===== src/rtl/core/rlpe_pkg.sv =====
// ----------------------------------------------------------------------------
// Run/literal packet encoder package
// Shared payload types, command format and constants of the encoder core.
// ----------------------------------------------------------------------------
package rlpe_pkg;

	localparam int BYTE_W          = 8;
	localparam int PACKET_LIMIT_DEF = 128;
	localparam int OUT_LANES_DEF   = 8;
	localparam logic [7:0] RUN_FLAG    = 8'h80;
	localparam logic [7:0] MIN_RUN_DEF = 8'd4;
	localparam int MIN_RUN_CAP     = 24;
	localparam int MAX_RESULTS     = 20;
	localparam int CMD_DEPTH       = 4;
	localparam int PTR_W           = $clog2(CMD_DEPTH);
	localparam int REP_W           = $clog2(MIN_RUN_CAP);
	localparam int RES_W           = $clog2(MAX_RESULTS + 1);

	// one stream item
	typedef struct packed {
		logic [7:0] data_byte;
		logic       has_byte;
		logic       end_of_stream;
	} in_item_t;

	// one slice of an output packet
	typedef struct packed {
		logic [63:0] packet_bytes;
		logic [3:0]  byte_count;
		logic        end_of_packet;
		logic        end_of_output;
	} out_item_t;

	// what the back end must do with a closed run
	typedef enum logic [1:0] {
		CMD_LIT,
		CMD_RUN,
		CMD_FLUSH
	} cmd_kind_t;

	typedef struct packed {
		cmd_kind_t  kind;
		logic [7:0] run_value;
		logic [7:0] run_len;
		logic       item_last;
		logic       stream_end;
	} cmd_t;

	typedef struct packed {
		logic full;
		logic empty;
	} fifo_status_t;

	typedef enum logic [1:0] {
		BK_IDLE,
		BK_APPEND,
		BK_LOAD,
		BK_EMIT
	} bk_state_t;

endpackage


===== src/rtl/core/run_literal_packet_encoder_core.sv =====
// ----------------------------------------------------------------------------
// Run/literal packet encoder core
// Byte stream in, run and literal packets out, up to OUT_LANES bytes per
// result. A run tracker accepts one byte per cycle while its 4-entry command
// queue has room and no second command waits, as after an item that both
// breaks a run and ends the stream. The packet writer takes a command only
// when idle; a byte that joins the literal store passes dispatch and a store
// write, and a literal flush reads one store row per output word. The user
// must write min_run_length only while the block is idle; the block does not
// enforce this. Values above 24 act as 24 and values below 1 act as 1.
// ----------------------------------------------------------------------------
module run_literal_packet_encoder_core #(
	parameter int PACKET_LIMIT = rlpe_pkg::PACKET_LIMIT_DEF,
	parameter int OUT_LANES    = rlpe_pkg::OUT_LANES_DEF
) (
	input  logic                clk,
	input  logic                arst_n,
	input  logic                in_valid,
	output logic                in_stall,
	input  rlpe_pkg::in_item_t  in_data,
	output logic                out_valid,
	input  logic                out_stall,
	output rlpe_pkg::out_item_t out_data,
	input  logic                cfg_we,
	input  logic [7:0]          cfg_wdata
);
	import rlpe_pkg::*;

	logic [7:0]   min_run_q;
	logic         push;
	cmd_t         push_cmd;
	logic         pop;
	cmd_t         head;
	fifo_status_t fifo_st;

	// threshold register
	always_ff @(posedge clk or negedge arst_n) begin
		if (!arst_n) begin
			min_run_q <= MIN_RUN_DEF;
		end else if (cfg_we) begin
			min_run_q <= cfg_wdata;
		end
	end

	rlpe_front #(
		.PACKET_LIMIT(PACKET_LIMIT)
	) u_front (
		.clk           (clk),
		.arst_n        (arst_n),
		.in_valid      (in_valid),
		.in_stall      (in_stall),
		.in_data       (in_data),
		.min_run_length(min_run_q),
		.fifo_st       (fifo_st),
		.push          (push),
		.push_cmd      (push_cmd)
	);

	rlpe_cmd_fifo u_fifo (
		.clk     (clk),
		.arst_n  (arst_n),
		.push    (push),
		.push_cmd(push_cmd),
		.pop     (pop),
		.head    (head),
		.fifo_st (fifo_st)
	);

	rlpe_back #(
		.PACKET_LIMIT(PACKET_LIMIT),
		.OUT_LANES   (OUT_LANES)
	) u_back (
		.clk      (clk),
		.arst_n   (arst_n),
		.head     (head),
		.fifo_st  (fifo_st),
		.pop      (pop),
		.out_valid(out_valid),
		.out_stall(out_stall),
		.out_data (out_data)
	);

	// queue never overflows
	a_no_push_full: assert property (@(posedge clk) disable iff (!arst_n)
		push |-> !fifo_st.full)
		else $error("command pushed into a full queue");

	// queue never underflows
	a_no_pop_empty: assert property (@(posedge clk) disable iff (!arst_n)
		pop |-> !fifo_st.empty)
		else $error("command popped from an empty queue");

	// every result carries between one and OUT_LANES bytes
	a_byte_count: assert property (@(posedge clk) disable iff (!arst_n)
		out_valid |-> (out_data.byte_count != 4'd0)
			&& (out_data.byte_count <= 4'(OUT_LANES)))
		else $error("result byte count out of range");

endmodule


===== src/rtl/core/rlpe_front.sv =====
// ----------------------------------------------------------------------------
// Encoder front end
// Tracks the current run and turns each closed run into a queued command.
// ----------------------------------------------------------------------------
module rlpe_front #(
	parameter int PACKET_LIMIT = rlpe_pkg::PACKET_LIMIT_DEF
) (
	input  logic                  clk,
	input  logic                  arst_n,
	input  logic                  in_valid,
	output logic                  in_stall,
	input  rlpe_pkg::in_item_t    in_data,
	input  logic [7:0]            min_run_length,
	input  rlpe_pkg::fifo_status_t fifo_st,
	output logic                  push,
	output rlpe_pkg::cmd_t        push_cmd
);
	import rlpe_pkg::*;

	localparam int CNT_W = $clog2(PACKET_LIMIT + 1);

	logic             run_active_q;
	logic [7:0]       run_byte_q;
	logic [CNT_W-1:0] run_count_q;
	logic             second_valid_q;
	cmd_t             second_q;

	logic             accept;
	logic [7:0]       eff_min;
	logic             cont;
	logic             close_old;
	logic             n_active;
	logic [7:0]       n_byte;
	logic [CNT_W-1:0] n_cnt;
	cmd_t             old_cmd;
	cmd_t             new_cmd;
	logic             first_push;

	// hold off the source while the queue is full or a second command waits
	assign in_stall = fifo_st.full | second_valid_q;
	assign accept   = in_valid & ~in_stall;

	// clamp the threshold and classify runs
	always_comb begin
		eff_min = min_run_length;
		if (eff_min > 8'(MIN_RUN_CAP)) begin
			eff_min = 8'(MIN_RUN_CAP);
		end
		if (eff_min == 8'd0) begin
			eff_min = 8'd1;
		end

		cont = run_active_q && (in_data.data_byte == run_byte_q)
			&& (run_count_q < CNT_W'(PACKET_LIMIT));
		close_old = in_data.has_byte && run_active_q && !cont;

		n_active = run_active_q | in_data.has_byte;
		n_byte   = run_byte_q;
		n_cnt    = run_count_q;
		if (in_data.has_byte) begin
			if (cont) begin
				n_cnt = run_count_q + 1'b1;
			end else begin
				n_byte = in_data.data_byte;
				n_cnt  = CNT_W'(1);
			end
		end

		old_cmd.kind       = (8'(run_count_q) >= eff_min) ? CMD_RUN : CMD_LIT;
		old_cmd.run_value  = run_byte_q;
		old_cmd.run_len    = 8'(run_count_q);
		old_cmd.item_last  = !in_data.end_of_stream;
		old_cmd.stream_end = 1'b0;

		new_cmd.kind       = (8'(n_cnt) >= eff_min) ? CMD_RUN : CMD_LIT;
		if (!n_active) begin
			new_cmd.kind = CMD_FLUSH;
		end
		new_cmd.run_value  = n_byte;
		new_cmd.run_len    = 8'(n_cnt);
		new_cmd.item_last  = 1'b1;
		new_cmd.stream_end = 1'b1;

		first_push = close_old | in_data.end_of_stream;
	end

	// drive the queue: a waiting second command goes first
	always_comb begin
		if (second_valid_q) begin
			push     = !fifo_st.full;
			push_cmd = second_q;
		end else begin
			push     = accept & first_push;
			push_cmd = close_old ? old_cmd : new_cmd;
		end
	end

	// advance the run state
	always_ff @(posedge clk or negedge arst_n) begin
		if (!arst_n) begin
			run_active_q   <= 1'b0;
			run_byte_q     <= 8'd0;
			run_count_q    <= '0;
			second_valid_q <= 1'b0;
		end else begin
			if (accept) begin
				run_byte_q <= n_byte;
				if (in_data.end_of_stream) begin
					run_active_q <= 1'b0;
					run_count_q  <= '0;
				end else begin
					run_active_q <= n_active;
					run_count_q  <= n_cnt;
				end
			end
			if (accept && close_old && in_data.end_of_stream) begin
				second_valid_q <= 1'b1;
			end else if (second_valid_q && !fifo_st.full) begin
				second_valid_q <= 1'b0;
			end
		end
	end

	// hold the closing command of the new run until the queue takes it
	always_ff @(posedge clk) begin
		if (accept && close_old && in_data.end_of_stream) begin
			second_q <= new_cmd;
		end
	end

endmodule


===== src/rtl/core/rlpe_cmd_fifo.sv =====
// ----------------------------------------------------------------------------
// Command queue
// Short queue that decouples the run tracker from the packet writer.
// ----------------------------------------------------------------------------
module rlpe_cmd_fifo (
	input  logic                   clk,
	input  logic                   arst_n,
	input  logic                   push,
	input  rlpe_pkg::cmd_t         push_cmd,
	input  logic                   pop,
	output rlpe_pkg::cmd_t         head,
	output rlpe_pkg::fifo_status_t fifo_st
);
	import rlpe_pkg::*;

	cmd_t             entries_q [CMD_DEPTH];
	logic [PTR_W-1:0] wr_ptr_q;
	logic [PTR_W-1:0] rd_ptr_q;
	logic [PTR_W:0]   fill_q;

	assign head          = entries_q[rd_ptr_q];
	assign fifo_st.full  = (fill_q == (PTR_W + 1)'(CMD_DEPTH));
	assign fifo_st.empty = (fill_q == '0);

	// store a request
	always_ff @(posedge clk) begin
		if (push) begin
			entries_q[wr_ptr_q] <= push_cmd;
		end
	end

	// advance pointers and fill level
	always_ff @(posedge clk or negedge arst_n) begin
		if (!arst_n) begin
			wr_ptr_q <= '0;
			rd_ptr_q <= '0;
			fill_q   <= '0;
		end else begin
			if (push) begin
				wr_ptr_q <= wr_ptr_q + 1'b1;
			end
			if (pop) begin
				rd_ptr_q <= rd_ptr_q + 1'b1;
			end
			case ({push, pop})
				2'b10:   fill_q <= fill_q + 1'b1;
				2'b01:   fill_q <= fill_q - 1'b1;
				default: fill_q <= fill_q;
			endcase
		end
	end

endmodule


===== src/rtl/core/rlpe_back.sv =====
// ----------------------------------------------------------------------------
// Encoder back end
// Keeps the literal store and writes run and literal packets lane by lane.
// ----------------------------------------------------------------------------
module rlpe_back #(
	parameter int PACKET_LIMIT = rlpe_pkg::PACKET_LIMIT_DEF,
	parameter int OUT_LANES    = rlpe_pkg::OUT_LANES_DEF
) (
	input  logic                   clk,
	input  logic                   arst_n,
	input  rlpe_pkg::cmd_t         head,
	input  rlpe_pkg::fifo_status_t fifo_st,
	output logic                   pop,
	output logic                   out_valid,
	input  logic                   out_stall,
	output rlpe_pkg::out_item_t    out_data
);
	import rlpe_pkg::*;

	localparam int ROW_W  = OUT_LANES * BYTE_W;
	localparam int ROWS   = (PACKET_LIMIT + OUT_LANES - 1) / OUT_LANES;
	localparam int ADDR_W = (ROWS > 1) ? $clog2(ROWS) : 1;
	localparam int LANE_W = (OUT_LANES > 1) ? $clog2(OUT_LANES) : 1;
	localparam int CNT_W  = $clog2(PACKET_LIMIT + 1);
	localparam int REM_W  = $clog2(PACKET_LIMIT + OUT_LANES + 2);

	// literal store, one row per output word
	logic [ROW_W-1:0]  store_q [ROWS];
	logic [ROW_W-1:0]  rd_data_q;

	bk_state_t         state_q;
	bk_state_t         state_d;
	cmd_t              cmd_q;
	cmd_t              cur;
	logic [REP_W-1:0]  reps_q;
	logic [CNT_W-1:0]  lit_cnt_q;
	logic [CNT_W-1:0]  lit_cnt_next;
	logic [ADDR_W-1:0] wr_row_q;
	logic [LANE_W-1:0] wr_lane_q;
	logic [ADDR_W-1:0] rd_row_q;
	logic [ADDR_W-1:0] rd_next;
	logic [ADDR_W-1:0] rd_addr;
	logic [7:0]        carry_q;
	logic [REM_W-1:0]  rem_q;
	logic              src_run_q;
	logic [RES_W-1:0]  res_cnt_q;
	logic              pend_valid_q;
	logic              pend_sealed_q;
	out_item_t         pend_q;
	logic              out_valid_q;
	out_item_t         out_q;

	logic              wr_en;
	logic              rd_en;
	logic              go_load;
	logic              go_emit;
	logic              go_run;
	logic              go_append;
	logic              finish;
	logic              emit;
	logic              lit_clear;
	logic              keep;
	logic              out_free;
	logic              emit_ok;
	logic              new_word;
	logic              move;
	logic              seal_now;
	logic [7:0]        cur_len_m1;
	logic [ROW_W-1:0]  src_row;
	logic [ROW_W+7:0]  cat;
	logic [ROW_W-1:0]  word_masked;
	logic [REM_W-1:0]  rem_lanes;
	logic              word_last;
	logic [3:0]        word_cnt;
	out_item_t         new_item;

	assign cur          = (state_q == BK_IDLE) ? head : cmd_q;
	assign cur_len_m1   = cur.run_len - 8'd1;
	assign lit_cnt_next = lit_cnt_q + 1'b1;
	assign rd_next      = (rd_row_q == ADDR_W'(ROWS - 1)) ? rd_row_q : rd_row_q + 1'b1;
	assign keep         = res_cnt_q < RES_W'(MAX_RESULTS);
	assign out_free     = !out_valid_q || !out_stall;
	assign emit_ok      = !keep || !pend_valid_q || out_free;

	// assemble the current output word from the row and the carried byte
	always_comb begin
		src_row   = src_run_q ? ROW_W'(cmd_q.run_value) : rd_data_q;
		cat       = {src_row, carry_q};
		rem_lanes = REM_W'(OUT_LANES);
		word_last = rem_q <= rem_lanes;
		word_cnt  = word_last ? 4'(rem_q) : 4'(OUT_LANES);
		for (int i = 0; i < OUT_LANES; i++) begin
			word_masked[i*BYTE_W +: BYTE_W] = (4'(i) < word_cnt) ?
				cat[i*BYTE_W +: BYTE_W] : 8'd0;
		end
		new_item.packet_bytes  = 64'(word_masked);
		new_item.byte_count    = word_cnt;
		new_item.end_of_packet = word_last;
		new_item.end_of_output = finish && cur.item_last && cur.stream_end;
	end

	// sequencer actions
	always_comb begin
		pop       = 1'b0;
		wr_en     = 1'b0;
		rd_en     = 1'b0;
		rd_addr   = '0;
		go_load   = 1'b0;
		go_emit   = 1'b0;
		go_run    = 1'b0;
		go_append = 1'b0;
		finish    = 1'b0;
		emit      = 1'b0;
		lit_clear = 1'b0;
		case (state_q)
			BK_IDLE: begin
				if (!fifo_st.empty) begin
					pop = 1'b1;
					case (head.kind)
						CMD_RUN: begin
							if (lit_cnt_q != '0) go_load = 1'b1;
							else go_run = 1'b1;
						end
						CMD_LIT: go_append = 1'b1;
						default: begin
							if (lit_cnt_q != '0) go_load = 1'b1;
							else finish = 1'b1;
						end
					endcase
				end
			end
			BK_APPEND: begin
				wr_en = 1'b1;
				if (lit_cnt_next == CNT_W'(PACKET_LIMIT)) begin
					go_load = 1'b1;
				end else if (reps_q == REP_W'(1)) begin
					if (cmd_q.stream_end) go_load = 1'b1;
					else finish = 1'b1;
				end
			end
			BK_LOAD: begin
				rd_en   = 1'b1;
				go_emit = 1'b1;
			end
			BK_EMIT: begin
				if (emit_ok) begin
					emit = 1'b1;
					if (!word_last) begin
						rd_en   = 1'b1;
						rd_addr = rd_next;
					end else begin
						lit_clear = !src_run_q;
						if (src_run_q) finish = 1'b1;
						else if (cmd_q.kind == CMD_RUN) go_run = 1'b1;
						else if (reps_q != '0) go_append = 1'b1;
						else finish = 1'b1;
					end
				end
			end
			default: ;
		endcase
	end

	// next state
	always_comb begin
		state_d = state_q;
		if (go_load) begin
			state_d = BK_LOAD;
		end else if (go_run || go_emit) begin
			state_d = BK_EMIT;
		end else if (go_append) begin
			state_d = BK_APPEND;
		end else if (finish) begin
			state_d = BK_IDLE;
		end
	end

	// hand-off between the word under assembly and the output register
	assign new_word = emit && keep;
	assign move     = out_free && pend_valid_q && (pend_sealed_q || new_word);
	assign seal_now = finish && cur.item_last && !new_word && pend_valid_q && !pend_sealed_q;

	// store write and registered row read
	always_ff @(posedge clk) begin
		if (wr_en) begin
			store_q[wr_row_q][{wr_lane_q, 3'b000} +: BYTE_W] <= cmd_q.run_value;
		end
		if (rd_en) begin
			rd_data_q <= store_q[rd_addr];
		end
	end

	// control state
	always_ff @(posedge clk or negedge arst_n) begin
		if (!arst_n) begin
			state_q       <= BK_IDLE;
			lit_cnt_q     <= '0;
			wr_row_q      <= '0;
			wr_lane_q     <= '0;
			src_run_q     <= 1'b0;
			res_cnt_q     <= '0;
			pend_valid_q  <= 1'b0;
			pend_sealed_q <= 1'b0;
			out_valid_q   <= 1'b0;
		end else begin
			state_q <= state_d;

			// literal fill position
			if (lit_clear) begin
				lit_cnt_q <= '0;
				wr_row_q  <= '0;
				wr_lane_q <= '0;
			end else if (wr_en) begin
				lit_cnt_q <= lit_cnt_next;
				if (wr_lane_q == LANE_W'(OUT_LANES - 1)) begin
					wr_lane_q <= '0;
					if (wr_row_q != ADDR_W'(ROWS - 1)) begin
						wr_row_q <= wr_row_q + 1'b1;
					end
				end else begin
					wr_lane_q <= wr_lane_q + 1'b1;
				end
			end

			if (go_run) begin
				src_run_q <= 1'b1;
			end else if (go_emit) begin
				src_run_q <= 1'b0;
			end

			// results of the current item, drop beyond the cap
			if (finish && cur.item_last) begin
				res_cnt_q <= '0;
			end else if (new_word) begin
				res_cnt_q <= res_cnt_q + 1'b1;
			end

			if (new_word) begin
				pend_valid_q  <= 1'b1;
				pend_sealed_q <= finish && cur.item_last;
			end else if (move) begin
				pend_valid_q  <= 1'b0;
				pend_sealed_q <= 1'b0;
			end else if (seal_now) begin
				pend_sealed_q <= 1'b1;
			end

			if (move) begin
				out_valid_q <= 1'b1;
			end else if (!out_stall) begin
				out_valid_q <= 1'b0;
			end
		end
	end

	// command, packet walk and result payload
	always_ff @(posedge clk) begin
		if (pop) begin
			cmd_q  <= head;
			reps_q <= (head.kind == CMD_LIT) ? REP_W'(head.run_len) : '0;
		end else if (wr_en) begin
			reps_q <= reps_q - 1'b1;
		end

		if (go_run) begin
			carry_q <= RUN_FLAG | {1'b0, cur_len_m1[6:0]};
			rem_q   <= REM_W'(2);
		end else if (go_emit) begin
			carry_q  <= 8'(lit_cnt_q - 1'b1);
			rem_q    <= REM_W'(lit_cnt_q) + 1'b1;
			rd_row_q <= '0;
		end else if (emit) begin
			carry_q <= src_row[ROW_W-1 -: BYTE_W];
			rem_q   <= rem_q - rem_lanes;
			if (rd_en) begin
				rd_row_q <= rd_next;
			end
		end

		if (new_word) begin
			pend_q <= new_item;
		end else if (seal_now) begin
			pend_q.end_of_output <= cur.stream_end;
		end

		if (move) begin
			out_q <= pend_q;
		end
	end

	assign out_valid = out_valid_q;
	assign out_data  = out_q;

endmodule


===== config.mk =====
export PLATFORM = sky130hd
export DESIGN_NAME = run_literal_packet_encoder_core
export DESIGN_NICKNAME = d
export VERILOG_FILES = /design/src/rtl/core/rlpe_pkg.sv /design/src/rtl/core/run_literal_packet_encoder_core.sv /design/src/rtl/core/rlpe_front.sv /design/src/rtl/core/rlpe_cmd_fifo.sv /design/src/rtl/core/rlpe_back.sv
export SDC_FILE = /design/constraint.sdc
export NUM_CORES = 2
export LEC_CHECK = 0
export ABC_CLOCK_PERIOD_IN_PS = 8520
export BUFFER_PORTS_ARGS = -buffer_cell sky130_fd_sc_hd__buf_2
export CORE_MARGIN = 2
export CORE_UTILIZATION = 38
export CTS_CLUSTER_SIZE = 12
export DETAILED_ROUTE_END_ITERATION = 7
export GPL_ROUTABILITY_DRIVEN = 0
export MAX_ROUTING_LAYER = met4
export PLACE_DENSITY = 0.55
export SLEW_MARGIN = 20
export SYNTH_ARGS = -nofsm -noshare
export SYNTH_HDL_FRONTEND = slang
export SYNTH_SLANG_ARGS = --single-unit

===== constraint.sdc =====
create_clock -name clk -period 8.52 [get_ports clk]
set_input_delay 0.852 -clock clk [delete_from_list [all_inputs] [get_ports clk]]
set_output_delay 0.852 -clock clk [all_outputs]
set_load 0.01 [all_outputs]

# After elaboration in Yosys (flattened, before gate mapping)
# Memories as Yosys holds them, arrays and structs flattened. A register that Yosys moved wholly into a read port is not among the register bits.
# Cells that the tools add are included.
[word_totals]
memories = 2
reg_bits = 261
word_cells = 276
inputBits = 23
ramBits = 1104
[classes]
order_cmp = 14
n_eq_ne = 15
reduce_logical = 60
n_bitwise = 13
n_shift = 2
addsub = 15
mux = 110
[mem_list]
columns = ["name", "depth", "word_bits", "rd", "rd_clocked_by_memory_dff", "write_ports", "line_no", "source"]
rows = [
  ["u_back.store_q", 16, 64, 1, 1, 1, "rlpe_back.sv:28", "logic [ROW_W-1:0] store_q [ROWS];"],
  ["u_fifo.entries_q", 4, 20, 1, 0, 1, "rlpe_cmd_fifo.sv:16", "cmd_t entries_q [CMD_DEPTH];"],
]
[ops]
columns = ["operator", "n"]
rows = [
  ["64-bit 2-to-1 mux", 2],
  ["8-bit 2-to-1 mux", 13],
  ["8-bit by 8-bit variable shift with 64-bit output, first input constant", 1],
  ["8-bit by 8-bit variable part select with 64-bit output", 1],
  ["1-bit 2-to-1 mux", 61],
  ["4-bit 2-to-1 mux", 11],
  ["20-bit 2-to-1 mux", 2],
  ["5-bit 2-to-1 mux", 5],
  ["2-bit nonzero test", 12],
  ["8-bit by 1-bit adder with 8-bit output, second input constant", 2],
  ["8-bit greater-or-equal comparator", 2],
  ["3-bit by 4-bit < comparator with 1-bit output, first input constant", 4],
  ["1-bit logical AND", 15],
  ["2-bit OR reduction", 7],
  ["1-bit zero test", 10],
  ["2-bit 2-to-1 mux", 5],
  ["3-bit 2-to-1 mux", 3],
  ["9-bit 2-to-1 mux", 1],
  ["4-bit by 1-bit adder with 4-bit output, second input constant", 2],
  ["2-bit by 1-bit == test with 1-bit output, second input constant", 4],
  ["8-bit == test", 1],
  ["8-bit == test, second input constant", 1],
  ["8-bit by 5-bit greater-than comparator with 1-bit output, second input constant", 1],
  ["8-bit by 4-bit <= comparator with 1-bit output, second input constant", 1],
  ["other kinds (35)", 62],
]

# Logic depth before layout (Yosys ltp)
[logic_depth]
word_depth = 14
ltp_mapped = 13
depth_no_buf = 12

# Modules after synthesis
# Synthesis repeated with hierarchy kept, for this count alone.
[hier_totals]
hier_cells = 3640
area_unflattened_um2 = 57826.7
[modules_own_cells]
columns = ["mod", "instances", "area_per_inst_um2", "cells_per_inst"]
rows = [
  ["rlpe_back", 1, 51639.5, 3211],
  ["rlpe_cmd_fifo", 1, 3286.9, 141],
  ["rlpe_front", 1, 2567.5, 271],
  ["run_literal_packet_encoder_core", 1, 332.8, 17],
]

# Worst setup path before layout
# Ideal clock, no wire load.
[synth_timing]
path_type = "input -> register"
start = "input out_stall"
end = "register u_back.out_q, in the netlist u_back.out_data[0] (enable)"
setup_ns = 0.521
arrival_time_ns = 8.577
path_stages = 6
slack_ns = -0.578
path_buffers = 1
path_cell_list = "nand3_1 -> o21ai_0 -> clkbuf_1 -> nor2_1 -> o21ai_0 -> a21oi_1"
[synth_between]
elab_chain_cells = 8
elab_cells_between_ends = 9
classes_between = "mux (2); reduce/logical (7)"
[synth_lines]
columns = ["item", "line_no", "source"]
rows = [
  ["start: declaration", "run_literal_packet_encoder_core.sv:22", "input logic out_stall,"],
  ["1-bit zero test", "rlpe_back.sv:82", "assign out_free = !out_valid_q || !out_stall;"],
  ["1-bit logical OR", "rlpe_back.sv:82", ""],
  ["1-bit logical OR", "rlpe_back.sv:83", "assign emit_ok = !keep || !pend_valid_q || out_free;"],
  ["1-bit 2-to-1 mux", "rlpe_back.sv:146", "if (emit_ok) begin"],
  ["1-bit 2-to-1 mux", "rlpe_back.sv:115", "case (state_q)"],
  ["1-bit logical AND", "rlpe_back.sv:179", "assign new_word = emit && keep;"],
  ["via u_back.new_word", "rlpe_back.sv:65", "logic new_word;"],
  ["1-bit logical OR", "rlpe_back.sv:180", "assign move = out_free && pend_valid_q && (pend_sealed_q || new_word);"],
  ["1-bit logical AND", "rlpe_back.sv:180", ""],
  ["via u_back.move", "rlpe_back.sv:66", "logic move;"],
  ["end signal: assignment", "rlpe_back.sv:287", "out_q <= pend_q;"],
  ["end: declaration", "rlpe_back.sv:51", "out_item_t out_q;"],
]
# The timed path passes the listed nets, and every way through them passes these cells.
# A chain may end at the register's enable or synchronous reset.

# Worst setup path after layout
[layout_timing]
start = "register u_back.rd_row_q[0]"
end = "register u_back.rd_data_q[42] (read register of u_back.store_q) (data pin)"
[layout_between]
elab_chain_cells = 5
elab_cells_between_ends = 6
classes_between = "add/sub (1); eq/ne (1); mux (4)"
[layout_lines]
columns = ["item", "line_no", "source"]
rows = [
  ["start: declaration", "rlpe_back.sv:40", "logic [ADDR_W-1:0] rd_row_q;"],
  ["start signal: assignment", "rlpe_back.sv:276", "rd_row_q <= rd_next;"],
  ["4-bit by 1-bit adder with 4-bit output / 4-bit == test (equally long branches)", "rlpe_back.sv:80", "assign rd_next = (rd_row_q == ADDR_W'(ROWS - 1)) ? rd_row_q : rd_row_q + 1'b1;"],
  ["4-bit 2-to-1 mux *", "rlpe_back.sv:80", ""],
  ["4-bit 2-to-1 mux *", "rlpe_back.sv:148", "if (!word_last) begin"],
  ["4-bit 2-to-1 mux *", "rlpe_back.sv:146", ""],
  ["4-bit 2-to-1 mux *", "rlpe_back.sv:115", ""],
  ["end: declaration", "rlpe_back.sv:29", "logic [ROW_W-1:0] rd_data_q;"],
]
# Every way passes the cells marked *; elsewhere a longest branch is shown, timed or not.

==> impl_metrics.toml <==
[sta]
max_clock_freq_ghz = 0.212
rsz0062_at_grt = "no"
post-route-min-period_ns = 4.72
finalSetupTns_ns = 0
relSlewSlack_pct = 19.6
slew_viol_final = 0
period_share_pct = 55.4
holdWs_ns = 0.243
finalHoldViolations = 0
worstMarginPinSlew_ns = 1.21
clock_skew_ns = 0.0337
setup_viol = 0

[layout]
final_util_pct = 43.2
layout_commonest_cell = "edfxtp_1"
fin_area_sq_um = 64800
nNetsFinal = 4107
drive_gt1_share_pct = 10.4
final_cell_mix = "edfxtp_1, nand2_1, nand3_1"
area_delta_synth_final_pct = 12.8

[global_route]
grt-ovfl-total = 0
grt_pass1_wl_um = 221000
grt_usage_pct = 19.8
antenna_found_initial = 9
grt_max_degree = 164
first_global_vias = 33226

[die]
start_util_pct = 38.3
die_h_um = 393
core_area_sq_um = 150000
row_count = 142
die_area_sq_um = 154000
io_pins = 95
dieWidth_um = 393

[clock_network]
clkLatencyLatePin_ns = 0.80
cts_tree = "yes"
cts_made_buffers = 155
ctsHoldBuffers = 0
clk_pin_slew_ns = 0.06
cts.sinks = 1424
htreeDepth = 4
post_cts_buffers = 0
cts-root-buf = "clkbuf_16"
cts_resized = 0
clock_path_buffers = 3

[power_and_ir_drop]
vdd_drop_max_uv = 717
combPwrFrac_pct = 37.2
p_leak_nw = 22.0
power.density_nw_per_um2 = 392
p_sw_mw = 9.75
total_power_mw = 25.4
switching_share_pct = 38.3
p_int_mw = 15.7
power_frac_clock_pct = 25.1
p_seq_share_pct = 37.7

[route]
drt-initial-drc-count = 3155
firstDrtPassIters = 5
vias = 33947
totalWireLength_um = 148000
via_per_inst = 5.50
routedWlPerCell_um = 24.0
ant_nets = 0
drc = 0

[run]
cap_violations = 0

[yosys]
synth_seq_cells = 1424
synth.largest_area_cell = "edfxtp_1"
syn_area_per_cell_sq_um = 14.4
synth_area_sq_um = 57400
synth_top_area_share_pct = 70.9
syn_inst = 3976
ys_seq_area_share_pct = 73.8
synth_area_leaders = "edfxtp_1, nand3_1, nand2_1"
synth-edff-count = 1356
ys.warnings.count = 0
synth_flop_cell = "edfxtp_1"
async_flop_share_pct = 4.14
yosysUniqueCellTypes = 73

[setup_path]
endpoint = "u_back.rd_data_q[42]$_DFFE_PP_"
arrival_ns = 5.23
cp-end-kind = "flop"
reg2reg_slack_ns = 3.80
r2r_end = "u_back.rd_data_q[42]$_DFFE_PP_"
reg2reg_depth = 9
crit_path_start_kind = "flop"
crit_path_start = "u_back.rd_row_q[0]$_SDFFCE_PP0P_"
path_max_fanout = 120
cp.required_ns = 9.03
path_class = "flop to flop"
regToRegStartpoint = "u_back.rd_row_q[0]$_SDFFCE_PP0P_"

[place]
hpwlAfterDp_um = 84700
numPortBuffers = 94
postPlaceCellArea_sq_um = 60000

[worst_hold_path]
holdCritPathClass = "primary input to async pin"

[status]
status = "complete, no violations"
[cells in the mapped netlist (all sizes together) (3+ instances only)]
library cell,instances
nor3,14
buf,122
mux4,19
nor2,222
dfrtp,58
o21ai,160
nor3b,3
o31ai,5
nand2,478
and3,12
mux2,22
o31a,4
xnor2,31
ha,46
a21oi,162
a221oi,5
a22o,5
xor2,22
edfxtp,1356
nor2b,13
dfxtp,9
a31oi,68
a221o,128
nor4,7
a32oi,64
or3,7
a211oi,15
o22ai,9
clkbuf,135
a21o,7
and2,116
nand4,8
nand2b,8
inv,38
mux2i,159
nand3,405
[flip-flops by register name (all words and copies together) (netlist names), 4 cells and up]
name                 flops
min_run_q                8
u_back.carry_q           8
u_back.cmd_q            19
u_back.lit_cnt_q         8
u_back.out_data         70
u_back.pend_q           70
u_back.rd_data_q        64
u_back.rd_row_q          4
u_back.rem_q             8
u_back.reps_q            5
u_back.res_cnt_q         5
u_back.store_q        1024
u_back.wr_row_q          4
u_fifo.entries_q        76
u_front.run_byte_q       8
u_front.run_count_q      8
u_front.second_q        17
[worst max-delay path, stage by stage, from the launching register on]
cell and delay, ns:
edfxtp_1 0.67, ha_1 0.38, nand3_1 0.35, xnor2_4 0.32, buf_12 0.45, buf_4 0.86, buf_4 0.73, mux2i_1 0.30
a221o_1 0.18, nand3_1 0.07
[final cells by class]
cell class | instances | area, sq um
Fill cell | 13579 | 85200
Inverter | 39 | 146
Antenna cell | 5 | 12.5
Timing Repair Buffer | 156 | 1070
Tap cell | 2016 | 2520
Clock buffer | 211 | 4170
Clock inverter | 63 | 583
Multi-Input combinational cell | 2261 | 13900
Sequential cell | 1424 | 42400
[stage by stage]
stage | instances | worst slack, ns
after floorplan | 3981 | 0.866
after global placement | 5892 | 3.70
after detailed placement | 5895 | 3.73
after CTS | 6169 | 3.74
after global routing | 6172 | 3.42
final | 6175 | 3.80
[power groups by stage]
stage	registers (mW)	logic, mW	clock network [mW]
2_1_floorplan	9.68	6.37	0
3_3_place_gp	9.74	9.35	0
3_5_place_dp	9.75	9.48	0
4_1_cts	9.60	9.51	6.49
5_1_grt	9.67	10.3	6.77
6_report	9.58	9.47	6.38
[metal layers]
layer | wire length, um | track usage [%]
met1 | 64700 | 26.7
met2 | 70600 | 30.6
met3 | 9210 | 3.17
met4 | 3890 | 6.28
met5 | 0 | -
[worst min path at each step]
stage / start / endpoint / depth (start not counted)
finish: arst_n / min_run_q[1]$_DFFE_PN0P_ / 2
CTS: arst_n / min_run_q[5]$_DFFE_PN0P_ / 2
global placement: u_back.pend_q[53]$_SDFFCE_PP0P_ / u_back.out_data[53]$_DFFE_PP_ / 0
detailed placement: u_back.pend_q[36]$_SDFFCE_PP0P_ / u_back.out_data[36]$_DFFE_PP_ / 0
global route: cfg_wdata[7] / min_run_q[7]$_DFFE_PN0P_ / 2
floorplan: u_back.pend_q[0]$_DFFE_PP_ / u_back.out_data[0]$_DFFE_PP_ / 0
[cell families after synthesis]
group	count (synthesis)	share of synthesized area [%]
other	1	0.00653
and+or+nand+nor	1301	10.3
buffers and inverters	296	2.32
AOI/OAI and AO/OA	654	7.81
adders and majority gates	47	1.04
muxes	200	3.95
xor gates and xnor gates	53	0.821
DFF	1424	73.8
Note: power is estimated with default switching activity, not from simulation.
